`src/design/gasq_pkg.sv`:
```
// Package for the goal angle sector quantizer.
// Holds the CORDIC stage data type, the arctangent table and the fixed constants.
// Used by the interfaces' users, the pipeline cells and the top level.
package gasq_pkg;

  // Number of rotation cells in the chain, capped at the table length.
  localparam int CORDIC_STAGES = 16;
  localparam int TABLE_LEN     = 24;
  localparam int NUM_CELLS     = (CORDIC_STAGES > TABLE_LEN) ? TABLE_LEN : CORDIC_STAGES;

  // Datapath widths: vector components carry the Q8.8 inputs scaled by 2^16
  // plus CORDIC growth; the angle accumulator holds +/-pi plus the table sum.
  localparam int PX_W    = 36;
  localparam int Z_W     = 34;
  localparam int ANG_W   = Z_W + 1;
  localparam int SHIFT_W = 5;
  localparam int ATAN_W  = 32;

  // Angle units: pi equals 2^31 in the accumulator and 32768 in the code.
  localparam logic signed [Z_W-1:0]   PI_FINE        = Z_W'(64'sd2147483648);
  localparam logic signed [ANG_W-1:0] NEG_LIMIT_FINE = ANG_W'(-64'sd136713055);
  localparam logic [15:0]             CODE_PI        = 16'd32768;

  // Configuration register indexes and reset values.
  localparam int CFG_IDX_W = 8;
  localparam logic [CFG_IDX_W-1:0] CFG_GOAL_X_OFFSET = 8'd0;
  localparam logic [CFG_IDX_W-1:0] CFG_SECTOR_COUNT  = 8'd1;
  localparam logic signed [15:0]   GOAL_X_RESET      = 16'sd1024;
  localparam logic [7:0]           SECTOR_RESET      = 8'd8;

  // atan(2^-i) scaled so that pi equals 2^31.
  localparam logic [ATAN_W-1:0] ATAN_FINE [TABLE_LEN] = '{
    32'd536870912, 32'd316933406, 32'd167458907, 32'd85004756,
    32'd42667331,  32'd21354465,  32'd10680862,  32'd5340245,
    32'd2670163,   32'd1335087,   32'd667544,    32'd333772,
    32'd166886,    32'd83443,     32'd41722,     32'd20861,
    32'd10430,     32'd5215,      32'd2608,      32'd1304,
    32'd652,       32'd326,       32'd163,       32'd81
  };

  // One item's state as it moves along the rotation chain.
  typedef struct packed {
    logic signed [PX_W-1:0] px;
    logic signed [PX_W-1:0] py;
    logic signed [Z_W-1:0]  z;
    logic                   dx_zero;
    logic                   y_neg;
  } gasq_vec_t;

endpackage

```
`src/design/gasq_if.sv`:
```
// Handshake interfaces for the goal angle sector quantizer.
// One interface for position items and one for result items; no dependencies.
interface gasq_in_if;
  logic                valid;
  logic                ready;
  logic signed [15:0]  x_pos;
  logic signed [15:0]  y_pos;

  modport source (output valid, x_pos, y_pos, input ready);
  modport sink   (input valid, x_pos, y_pos, output ready);
endinterface

interface gasq_out_if;
  logic        valid;
  logic        ready;
  logic [7:0]  sector_index;
  logic [15:0] angle_code;

  modport source (output valid, sector_index, angle_code, input ready);
  modport sink   (input valid, sector_index, angle_code, output ready);
endinterface

```
`src/design/gasq_front.sv`:
```
// Entry stage: goal offset subtraction, scaling and pre-rotation by pi.
// Depends on gasq_pkg.
module gasq_front import gasq_pkg::*; (
  input  logic               clk_i,
  input  logic               rst_ni,
  input  logic               en_i,
  input  logic               valid_i,
  input  logic signed [15:0] x_pos_i,
  input  logic signed [15:0] y_pos_i,
  input  logic signed [15:0] goal_x_i,
  output logic               valid_o,
  output gasq_vec_t          vec_o
);

  logic signed [16:0]     dx;
  logic signed [PX_W-1:0] px0;
  logic signed [PX_W-1:0] py0;
  gasq_vec_t              vec_d;
  gasq_vec_t              vec_q;
  logic                   valid_q;

  // Offset and scale by 2^16; a vector in the left half plane is turned by pi.
  always_comb begin
    dx  = 17'(x_pos_i) - 17'(goal_x_i);
    px0 = {{(PX_W-32){y_pos_i[15]}}, y_pos_i, 16'b0};
    py0 = {{(PX_W-33){dx[16]}}, dx, 16'b0};
    vec_d.dx_zero = (dx == 17'sd0);
    vec_d.y_neg   = y_pos_i[15];
    if (y_pos_i[15]) begin
      vec_d.px = -px0;
      vec_d.py = -py0;
      vec_d.z  = dx[16] ? -PI_FINE : PI_FINE;
    end else begin
      vec_d.px = px0;
      vec_d.py = py0;
      vec_d.z  = '0;
    end
  end

  always_ff @(posedge clk_i or negedge rst_ni) begin
    if (!rst_ni) begin
      valid_q <= 1'b0;
    end else if (en_i) begin
      valid_q <= valid_i;
    end
  end

  always_ff @(posedge clk_i) begin
    if (en_i) begin
      vec_q <= vec_d;
    end
  end

  assign valid_o = valid_q;
  assign vec_o   = vec_q;

endmodule

```
`src/design/gasq_cell.sv`:
```
// One CORDIC vectoring cell: a shift-add rotation toward the x axis, registered.
// Depends on gasq_pkg; the shift and table entry are tied off by the chain.
module gasq_cell import gasq_pkg::*; (
  input  logic               clk_i,
  input  logic               rst_ni,
  input  logic               en_i,
  input  logic [SHIFT_W-1:0] shift_i,
  input  logic [ATAN_W-1:0]  atan_i,
  input  logic               valid_i,
  input  gasq_vec_t          vec_i,
  output logic               valid_o,
  output gasq_vec_t          vec_o
);

  logic signed [PX_W-1:0] sx;
  logic signed [PX_W-1:0] sy;
  logic signed [Z_W-1:0]  da;
  gasq_vec_t              vec_d;
  gasq_vec_t              vec_q;
  logic                   valid_q;

  // Rotate in the direction that drives py toward zero.
  always_comb begin
    sx    = vec_i.px >>> shift_i;
    sy    = vec_i.py >>> shift_i;
    da    = Z_W'(atan_i);
    vec_d = vec_i;
    if (!vec_i.py[PX_W-1]) begin
      vec_d.px = vec_i.px + sy;
      vec_d.py = vec_i.py - sx;
      vec_d.z  = vec_i.z + da;
    end else begin
      vec_d.px = vec_i.px - sy;
      vec_d.py = vec_i.py + sx;
      vec_d.z  = vec_i.z - da;
    end
  end

  always_ff @(posedge clk_i or negedge rst_ni) begin
    if (!rst_ni) begin
      valid_q <= 1'b0;
    end else if (en_i) begin
      valid_q <= valid_i;
    end
  end

  always_ff @(posedge clk_i) begin
    if (en_i) begin
      vec_q <= vec_d;
    end
  end

  assign valid_o = valid_q;
  assign vec_o   = vec_q;

endmodule

```
`src/design/gasq_back.sv`:
```
// Exit stages: angle negation, folding and rounding, then the sector multiply.
// Depends on gasq_pkg; the second register is the output register.
module gasq_back import gasq_pkg::*; (
  input  logic        clk_i,
  input  logic        rst_ni,
  input  logic        en_i,
  input  logic        valid_i,
  input  gasq_vec_t   vec_i,
  input  logic [7:0]  sector_count_i,
  output logic        valid_o,
  output logic [7:0]  sector_index_o,
  output logic [15:0] angle_code_o
);

  logic signed [Z_W-1:0]   z_sel;
  logic signed [ANG_W-1:0] ang;
  logic signed [ANG_W-1:0] ang_fold;
  logic signed [ANG_W-1:0] ang_rnd;
  logic [15:0]             code_d;
  logic [15:0]             code_q;
  logic                    valid1_q;
  logic [23:0]             prod;
  logic [7:0]              sector_d;
  logic [7:0]              sector_q;
  logic [15:0]             code_out_q;
  logic                    valid2_q;

  // Heading is the negated CORDIC angle; a zero dx is exactly 0 or pi.
  always_comb begin
    if (vec_i.dx_zero) begin
      z_sel = vec_i.y_neg ? PI_FINE : '0;
    end else begin
      z_sel = vec_i.z;
    end
    ang = -ANG_W'(z_sel);
    // Small negative angles snap to zero, other negative angles fold to pi.
    if (ang[ANG_W-1]) begin
      ang_fold = (ang >= NEG_LIMIT_FINE) ? '0 : ANG_W'(PI_FINE);
    end else begin
      ang_fold = ang;
    end
    ang_rnd = (ang_fold + ANG_W'(32768)) >>> 16;
    if (ang_rnd > ANG_W'(CODE_PI)) begin
      code_d = CODE_PI;
    end else begin
      code_d = ang_rnd[15:0];
    end
  end

  // Sector index is the floor of code * count / 2^15.
  always_comb begin
    prod     = 24'(code_q) * 24'(sector_count_i);
    sector_d = prod[22:15];
  end

  always_ff @(posedge clk_i or negedge rst_ni) begin
    if (!rst_ni) begin
      valid1_q <= 1'b0;
      valid2_q <= 1'b0;
    end else if (en_i) begin
      valid1_q <= valid_i;
      valid2_q <= valid1_q;
    end
  end

  always_ff @(posedge clk_i) begin
    if (en_i) begin
      code_q     <= code_d;
      sector_q   <= sector_d;
      code_out_q <= code_q;
    end
  end

  assign valid_o        = valid2_q;
  assign sector_index_o = sector_q;
  assign angle_code_o   = code_out_q;

endmodule

```
`src/design/goal_angle_sector_quantizer.sv`:
```
// Top level of the goal angle sector quantizer.
// Depends on gasq_pkg, gasq_if, gasq_front, gasq_cell and gasq_back.

// Each accepted position item yields one result item after one entry stage, one
// CORDIC cell per iteration and two exit stages; a new item is taken every cycle
// unless the output stalls, so the sustained rate is one item per clock. The whole
// pipeline advances together whenever the output register is empty or its item
// is being taken, so a stalled sink holds every stage in place and input ready
// follows output ready in the same cycle. Configuration writes take effect at
// once and are meant to be made only while no item is in flight.
module goal_angle_sector_quantizer import gasq_pkg::*; (
  input  logic                 clk_i,
  input  logic                 rst_ni,
  gasq_in_if.sink              in_s,
  gasq_out_if.source           out_m,
  input  logic                 cfg_we_i,
  input  logic [CFG_IDX_W-1:0] cfg_idx_i,
  input  logic [15:0]          cfg_data_i
);

  logic signed [15:0] goal_x_q;
  logic [7:0]         sector_count_q;
  logic               adv;
  logic               out_valid;
  logic               valid_chain [NUM_CELLS+1];
  gasq_vec_t          vec_chain   [NUM_CELLS+1];

  // Configuration registers.
  always_ff @(posedge clk_i or negedge rst_ni) begin
    if (!rst_ni) begin
      goal_x_q       <= GOAL_X_RESET;
      sector_count_q <= SECTOR_RESET;
    end else if (cfg_we_i) begin
      case (cfg_idx_i)
        CFG_GOAL_X_OFFSET: goal_x_q       <= cfg_data_i;
        CFG_SECTOR_COUNT:  sector_count_q <= cfg_data_i[7:0];
        default: ;
      endcase
    end
  end

  // Global advance: move when the output register is free or being drained.
  assign adv        = !out_valid || out_m.ready;
  assign in_s.ready = adv;

  gasq_front u_front (
    .clk_i    (clk_i),
    .rst_ni   (rst_ni),
    .en_i     (adv),
    .valid_i  (in_s.valid),
    .x_pos_i  (in_s.x_pos),
    .y_pos_i  (in_s.y_pos),
    .goal_x_i (goal_x_q),
    .valid_o  (valid_chain[0]),
    .vec_o    (vec_chain[0])
  );

  // Chain of rotation cells, one per CORDIC iteration.
  for (genvar i = 0; i < NUM_CELLS; i++) begin : g_cell
    gasq_cell u_cell (
      .clk_i   (clk_i),
      .rst_ni  (rst_ni),
      .en_i    (adv),
      .shift_i (SHIFT_W'(i)),
      .atan_i  (ATAN_FINE[i]),
      .valid_i (valid_chain[i]),
      .vec_i   (vec_chain[i]),
      .valid_o (valid_chain[i+1]),
      .vec_o   (vec_chain[i+1])
    );
  end

  gasq_back u_back (
    .clk_i          (clk_i),
    .rst_ni         (rst_ni),
    .en_i           (adv),
    .valid_i        (valid_chain[NUM_CELLS]),
    .vec_i          (vec_chain[NUM_CELLS]),
    .sector_count_i (sector_count_q),
    .valid_o        (out_valid),
    .sector_index_o (out_m.sector_index),
    .angle_code_o   (out_m.angle_code)
  );

  assign out_m.valid = out_valid;

  // The folded angle never exceeds pi.
  a_code_range: assert property (@(posedge clk_i) disable iff (!rst_ni)
    out_valid |-> (out_m.angle_code <= CODE_PI))
    else $error("angle code above pi");

  // The sector index never exceeds the sector count.
  a_sector_range: assert property (@(posedge clk_i) disable iff (!rst_ni)
    out_valid |-> (out_m.sector_index <= sector_count_q))
    else $error("sector index above sector count");

  // The top sector value appears only for an angle of exactly pi.
  a_sector_top: assert property (@(posedge clk_i) disable iff (!rst_ni)
    (out_valid && (sector_count_q != 8'd0) && (out_m.sector_index == sector_count_q))
      |-> (out_m.angle_code == CODE_PI))
    else $error("top sector without angle pi");

  // A stalled output freezes the chain, so the entry stage cannot take an item.
  a_stall_blocks_input: assert property (@(posedge clk_i) disable iff (!rst_ni)
    (out_valid && !out_m.ready) |-> !in_s.ready)
    else $error("input taken while output stalled");

endmodule
```
`src/flat_wrapper.sv`:
```
// flat-port wrapper written by rule: the top's interface ports become plain ports
module goal_angle_sector_quantizer_flat import gasq_pkg::*;
  (clk_i, rst_ni, cfg_we_i, cfg_idx_i, cfg_data_i, in_s_valid, in_s_x_pos, in_s_y_pos, in_s_ready, out_m_valid, out_m_sector_index, out_m_angle_code, out_m_ready);
  gasq_in_if in_s_i ();
  gasq_out_if out_m_i ();
  input  logic clk_i;
  input  logic rst_ni;
  input  logic cfg_we_i;
  input  logic [CFG_IDX_W-1:0] cfg_idx_i;
  input  logic [15:0] cfg_data_i;
  input wire logic [$bits(in_s_i.valid)-1:0] in_s_valid;
  input wire logic [$bits(in_s_i.x_pos)-1:0] in_s_x_pos;
  input wire logic [$bits(in_s_i.y_pos)-1:0] in_s_y_pos;
  output wire logic [$bits(in_s_i.ready)-1:0] in_s_ready;
  output wire logic [$bits(out_m_i.valid)-1:0] out_m_valid;
  output wire logic [$bits(out_m_i.sector_index)-1:0] out_m_sector_index;
  output wire logic [$bits(out_m_i.angle_code)-1:0] out_m_angle_code;
  input wire logic [$bits(out_m_i.ready)-1:0] out_m_ready;
  assign in_s_i.valid = in_s_valid;
  assign in_s_i.x_pos = in_s_x_pos;
  assign in_s_i.y_pos = in_s_y_pos;
  assign in_s_ready = in_s_i.ready;
  assign out_m_valid = out_m_i.valid;
  assign out_m_sector_index = out_m_i.sector_index;
  assign out_m_angle_code = out_m_i.angle_code;
  assign out_m_i.ready = out_m_ready;
  goal_angle_sector_quantizer u_core (.clk_i(clk_i), .rst_ni(rst_ni), .in_s(in_s_i), .out_m(out_m_i), .cfg_we_i(cfg_we_i), .cfg_idx_i(cfg_idx_i), .cfg_data_i(cfg_data_i));
endmodule
```
`config.mk`:
```
export PLATFORM = sky130hd
export DESIGN_NAME = goal_angle_sector_quantizer_flat
export DESIGN_NICKNAME = d
export VERILOG_FILES = /design/src/design/gasq_pkg.sv /design/src/design/gasq_if.sv /design/src/design/gasq_front.sv /design/src/design/gasq_cell.sv /design/src/design/gasq_back.sv /design/src/design/goal_angle_sector_quantizer.sv /design/src/flat_wrapper.sv
export SDC_FILE = /design/constraint.sdc
export NUM_CORES = 2
export LEC_CHECK = 0
export BUFFER_PORTS_ARGS = -buffer_cell sky130_fd_sc_hd__buf_2
export CORE_MARGIN = 1.5
export CORE_UTILIZATION = 43
export CTS_CLUSTER_SIZE = 10
export DETAILED_ROUTE_END_ITERATION = 10
export SYNTH_ARGS = -nofsm -noshare
export SYNTH_HDL_FRONTEND = slang
export SYNTH_SLANG_ARGS = --single-unit
```
`constraint.sdc`:
```
create_clock -name clk_i -period 70.3 [get_ports clk_i]
set_input_delay 14.06 -clock clk_i [delete_from_list [all_inputs] [get_ports clk_i]]
set_output_delay 14.06 -clock clk_i [all_outputs]
set_load 0.01 [all_outputs]
```
# After elaboration in Yosys (flattened, before gate mapping)
# Cells that the tools add are included.
dict set report op_classes {
  add_sub_neg 96
  eq_ne 1
  n_mux 22
  reduce_logical 6
  multipliers 1
  order_cmp 2
}
# op count
set ops {}
lappend ops {{106-bit 2-to-1 mux} 15}
lappend ops {{34-bit 2-to-1 mux} 4}
lappend ops {{101-bit 2-to-1 mux} 1}
lappend ops {{36-bit by 22-bit adder with 36-bit output} 2}
lappend ops {{36-bit by 23-bit adder with 36-bit output} 2}
lappend ops {{36-bit by 24-bit adder with 36-bit output} 2}
lappend ops {{36-bit by 25-bit adder with 36-bit output} 2}
lappend ops {{36-bit by 26-bit adder with 36-bit output} 2}
lappend ops {{36-bit by 27-bit adder with 36-bit output} 2}
lappend ops {{36-bit by 28-bit adder with 36-bit output} 2}
lappend ops {{36-bit by 29-bit adder with 36-bit output} 2}
lappend ops {{36-bit by 30-bit adder with 36-bit output} 2}
lappend ops {{36-bit by 31-bit adder with 36-bit output} 2}
lappend ops {{36-bit by 32-bit adder with 36-bit output} 2}
lappend ops {{36-bit by 33-bit adder with 36-bit output} 2}
lappend ops {{36-bit by 34-bit adder with 36-bit output} 2}
lappend ops {{36-bit by 35-bit adder with 36-bit output} 2}
lappend ops {{36-bit by 22-bit subtractor with 36-bit output} 2}
lappend ops {{36-bit by 23-bit subtractor with 36-bit output} 2}
lappend ops {{36-bit by 24-bit subtractor with 36-bit output} 2}
lappend ops {{36-bit by 25-bit subtractor with 36-bit output} 2}
lappend ops {{36-bit by 26-bit subtractor with 36-bit output} 2}
lappend ops {{36-bit by 27-bit subtractor with 36-bit output} 2}
lappend ops {{36-bit by 28-bit subtractor with 36-bit output} 2}
lappend ops {{other kinds (56)} 66}
dict set report word_totals {
  output_inout_bits 26
  wordCells 236
  ff_bits 1811
  input_bits 61
}

# Longest topological paths before layout
dict set report depth {
  word_depth 8
  ltp_mapped 23
  ltp_nobuf 23
}

# Hierarchy
# A second synthesis with hierarchy kept.
dict set report hier_totals {
  hier_cells 29217
  area_unflattened_um2 268266.0
}
# module instances cells_each area_per_inst_um2 seq_area_each_um2
set by_module_without_submodules {}
lappend by_module_without_submodules {{gasq_cell (u_core.g_cell[0].u_cell ...)} 9 1741 15867.7 3268.1}
lappend by_module_without_submodules {{gasq_cell (u_core.g_cell[6].u_cell ...)} 3 1750 16188.0 3268.1}
lappend by_module_without_submodules {{gasq_cell (u_core.g_cell[11].u_cell ...)} 2 1817 16763.6 3268.1}
lappend by_module_without_submodules {{gasq_cell (u_core.g_cell[7].u_cell)} 1 1779 16452.0 3268.1}
lappend by_module_without_submodules {{gasq_cell (u_core.g_cell[5].u_cell)} 1 1745 15775.1 3268.1}
lappend by_module_without_submodules {gasq_back 1 736 6673.9 1251.2}
lappend by_module_without_submodules {gasq_front 1 346 3480.8 1346.3}
lappend by_module_without_submodules {goal_angle_sector_quantizer 1 58 983.4 603.1}

# Worst setup path after synthesis
# OpenSTA, ideal clock, no wires.
dict set report synth_path {
  path_kind {input -> output}
  startpoint {in out_m_ready}
  endpoint {out in_s_ready}
  path_buffers 1
  arrival_ns 53.692
  setup_slack_ns 2.548
  required_time_ns 56.240
  cell_stages 2
  cell_sequence {nand2b_1 > clkbuf_1}
}
dict set report synth_via {
  elab_chain_len 1
}
# element line
set synth_lines {}
lappend synth_lines {{start, declared} flat_wrapper.sv:18} ;# input wire logic [$bits(out_m_i.ready)-1:0] out_m_ready;
lappend synth_lines {{1-bit logical OR} goal_angle_sector_quantizer.sv:43} ;# assign adv = !out_valid || out_m.ready;
lappend synth_lines {{end, declared} flat_wrapper.sv:14} ;# output wire logic [$bits(in_s_i.ready)-1:0] in_s_ready;
# Every way passes these cells.

# Worst setup path after layout
# Same ends and word-level chain as after synthesis.

==> impl_metrics.yaml <==
sta:
  skew_ps: 57.0
  slew_headroom: 0.213
  hold_viol_final: 0
  drv_slew: 0
  post-route-min-period_ps: 28690
  tightest_slew_ps: 1150
  setup_viol: 0
  tns_ps: 0
  clock.fmax_ghz: 0.0349
  rsz0062_at_grt: "no"
  fin_crit_sh: 0.408
critical_path:
  startpoint_type: "primary input"
  end_kind: "primary output"
  rrSetupSlack_ps: 63690
  crit_arrival_ps: 14630
  r2r-end: "u_core.u_back.code_q[10]"
  endpoint: "in_s_ready"
  cp_max_fo: 14
  reg2reg_depth: 17
  cp-startpoint: "out_m_ready"
  crit_type: "primary input to primary output"
  crit_required_ps: 56240
  r2r-start: "u_core.g_cell[15].u_cell.vec_o[18]"
floorplanning:
  io_pins: 87
  die_h_microns: 542
  fp-row-count: 197
  die_x_microns: 542
  die-area_sq_um: 294000
  initial_core_util: 0.433
  coreArea_sq_um: 289000
global_route:
  grt_pass1_wl_microns: 481000
  grt_pass1_vias: 89600
  grt_busiest_layer: "met2"
  grt_use_met1: 0.254
  gr-usage-met2: 0.360
  met3_usage: 0.0191
  track_usage: 0.201
  overflow: 0
  grt_start_max_net_pins: 193
  antenna_found_initial: 3
drt:
  routed_wl_microns: 303000
  final_antenna_net_count: 0
  num_vias: 93900
  drc: 0
  drtPass1Iterations: 6
  routed_via_density: 5.49
  wl_per_cell_microns: 17.7
  first_iter_violations: 5720
synth:
  yosysMostFrequentCell: "edfxtp_1"
  synth_cell_types: 100
  synth_cells: 13000
  syn_area_sq_um: 125000
  synth_common_cells: "1,455 x edfxtp_1, 1,399 x ha_1, 1,263 x nor2_1"
  syn_area_per_cell_sq_um: 9.62
  synth_top_area_cell: "edfxtp_1"
  synth_edf_count: 1455
  yosys-top-cells-area: "edfxtp_1 35%, ha_1 14%, xnor2_1 8.6%, a21oi_1 4.7%, xor2_1 4.0%"
  synth_top_area_frac: 0.350
  ys.flop_type: "edfxtp_1"
  ys_async_sr_fraction: 0.0287
  yosys_warnings: 0
  synth-seq-cells: 1498
  yosysSeqAreaShare: 0.358
cts:
  clk_latency_ps: 850
  clock-root-buffer: "clkbuf_16"
  cts_setup_buffers: 0
  cts_tree: "done"
  clockBufferDepth: 4
  clock-sinks: 1498
  cts_resized: 0
  clk_pin_slew_ps: 50
  htreeDepth: 4
  ctsHoldBuffers: 0
  cts_made_buffers: 189
placed_design:
  place_area_sq_um: 130000
  place.gp.congestion: 0.905
  dp_hpwl_microns: 237000
  port_buffers: 86
layout:
  drive_gt1_frac: 0.0410
  multi_input_area_sq_um: 77000
  finish.instance_area_sq_um: 136000
  layout.nets: 14700
  seq_area_sq_um: 44800
  area_delta_synth_final_pct: 8.53
  n_fill_cell: 27400
worst_hold_path:
  min-delay-start: "u_core.g_cell[2].u_cell.vec_o[3]"
  hold_path.class: "flop to flop"
outcome:
  status: "finished, final reports clean"
run:
  maxCapViolCount: 0
registers in the layout (all words and copies together) (netlist names):
register / count
u_core.g_cell.u_cell.vec_o: 1371
u_core.u_front.vec_o: 44
u_core.g_cell.u_cell.valid_o: 16
u_core.goal_x_q: 16
u_core.u_back.angle_code_o: 16
u_core.u_back.code_q: 16
u_core.sector_count_q: 8
u_core.u_back.sector_index_o: 8
u_core.u_back.valid1_q: 1
u_core.u_back.valid_o: 1
u_core.u_front.valid_o: 1
placed cells by master (no fill, tap or decap), drive strengths merged, types with 130 or more instances in the layout:
cell type and n:
a21o 487, a21oi 1176, and2 153, buf 145, clkbuf 241, edfxtp 1455
ha 1399, inv 641, nand2 756, nand2b 169, nand3 262, nor2 1264
nor2b 160, nor3 426, o21a 202, o21ai 507, o21bai 130, or3 140
xnor2 1228, xor2 564
stage by stage:
step	setup WS, ps	hold WS [ps]	util	cells
floorplan	2550	400	-	13000
global placement	41550	401	0.451	16800
detailed placement	41560	405	0.451	16800
CTS	41560	386	0.470	17100
global route	41570	401	0.470	17100
finish	41610	404	0.470	17100
layer usage:
layer | vias to the layer above | routed length, microns
met3 | 440 | 9210
met5 | - | 0
met4 | 0 | 9220
met2 | 1473 | 149000
li1 | 48200 | -
met1 | 43900 | 135000
kinds of logic after synthesis:
logic type / after synthesis / share of synthesized area
XOR/XNOR: 1792 / 0.126
other: 1 / 0.0000300
AND/OR/NAND/NOR: 3855 / 0.149
buffers and inverters: 829 / 0.0251
multiplexers: 91 / 0.00790
adder cells (fa/ha/maj): 1518 / 0.159
flip-flops: 1498 / 0.358
AO/OA/AOI/OAI: 3398 / 0.175
worst min-delay path by stage:
stage | endpoint | cells past startpoint
after floorplan | u_core.g_cell[0].u_cell.vec_o[0] | 0
after global placement | u_core.g_cell[9].u_cell.vec_o[1] | 0
after detailed placement | u_core.g_cell[6].u_cell.vec_o[0] | 0
after CTS | u_core.g_cell[3].u_cell.vec_o[3] | 0
after global routing | u_core.g_cell[3].u_cell.vec_o[3] | 0
final | u_core.g_cell[3].u_cell.vec_o[3] | 0
cell type report:
cell class                 instances  area share
clock inverter                    52     0.00380
sequential                      1498       0.330
clock buffer                     241      0.0371
multi-input combinational      10700       0.568
timing repair buffer             145     0.00690
inverter                         648      0.0179
antenna                            1   0.0000185
tap                             3880      0.0358
worst max-delay path: stages:
cell	delay [ps]
buf_2	90
nand2b_4	250
buf_2	210
Power is left out: the tool's default activity adds up to more than one toggle a clock period on the data nets, which glitch-free logic cannot reach.
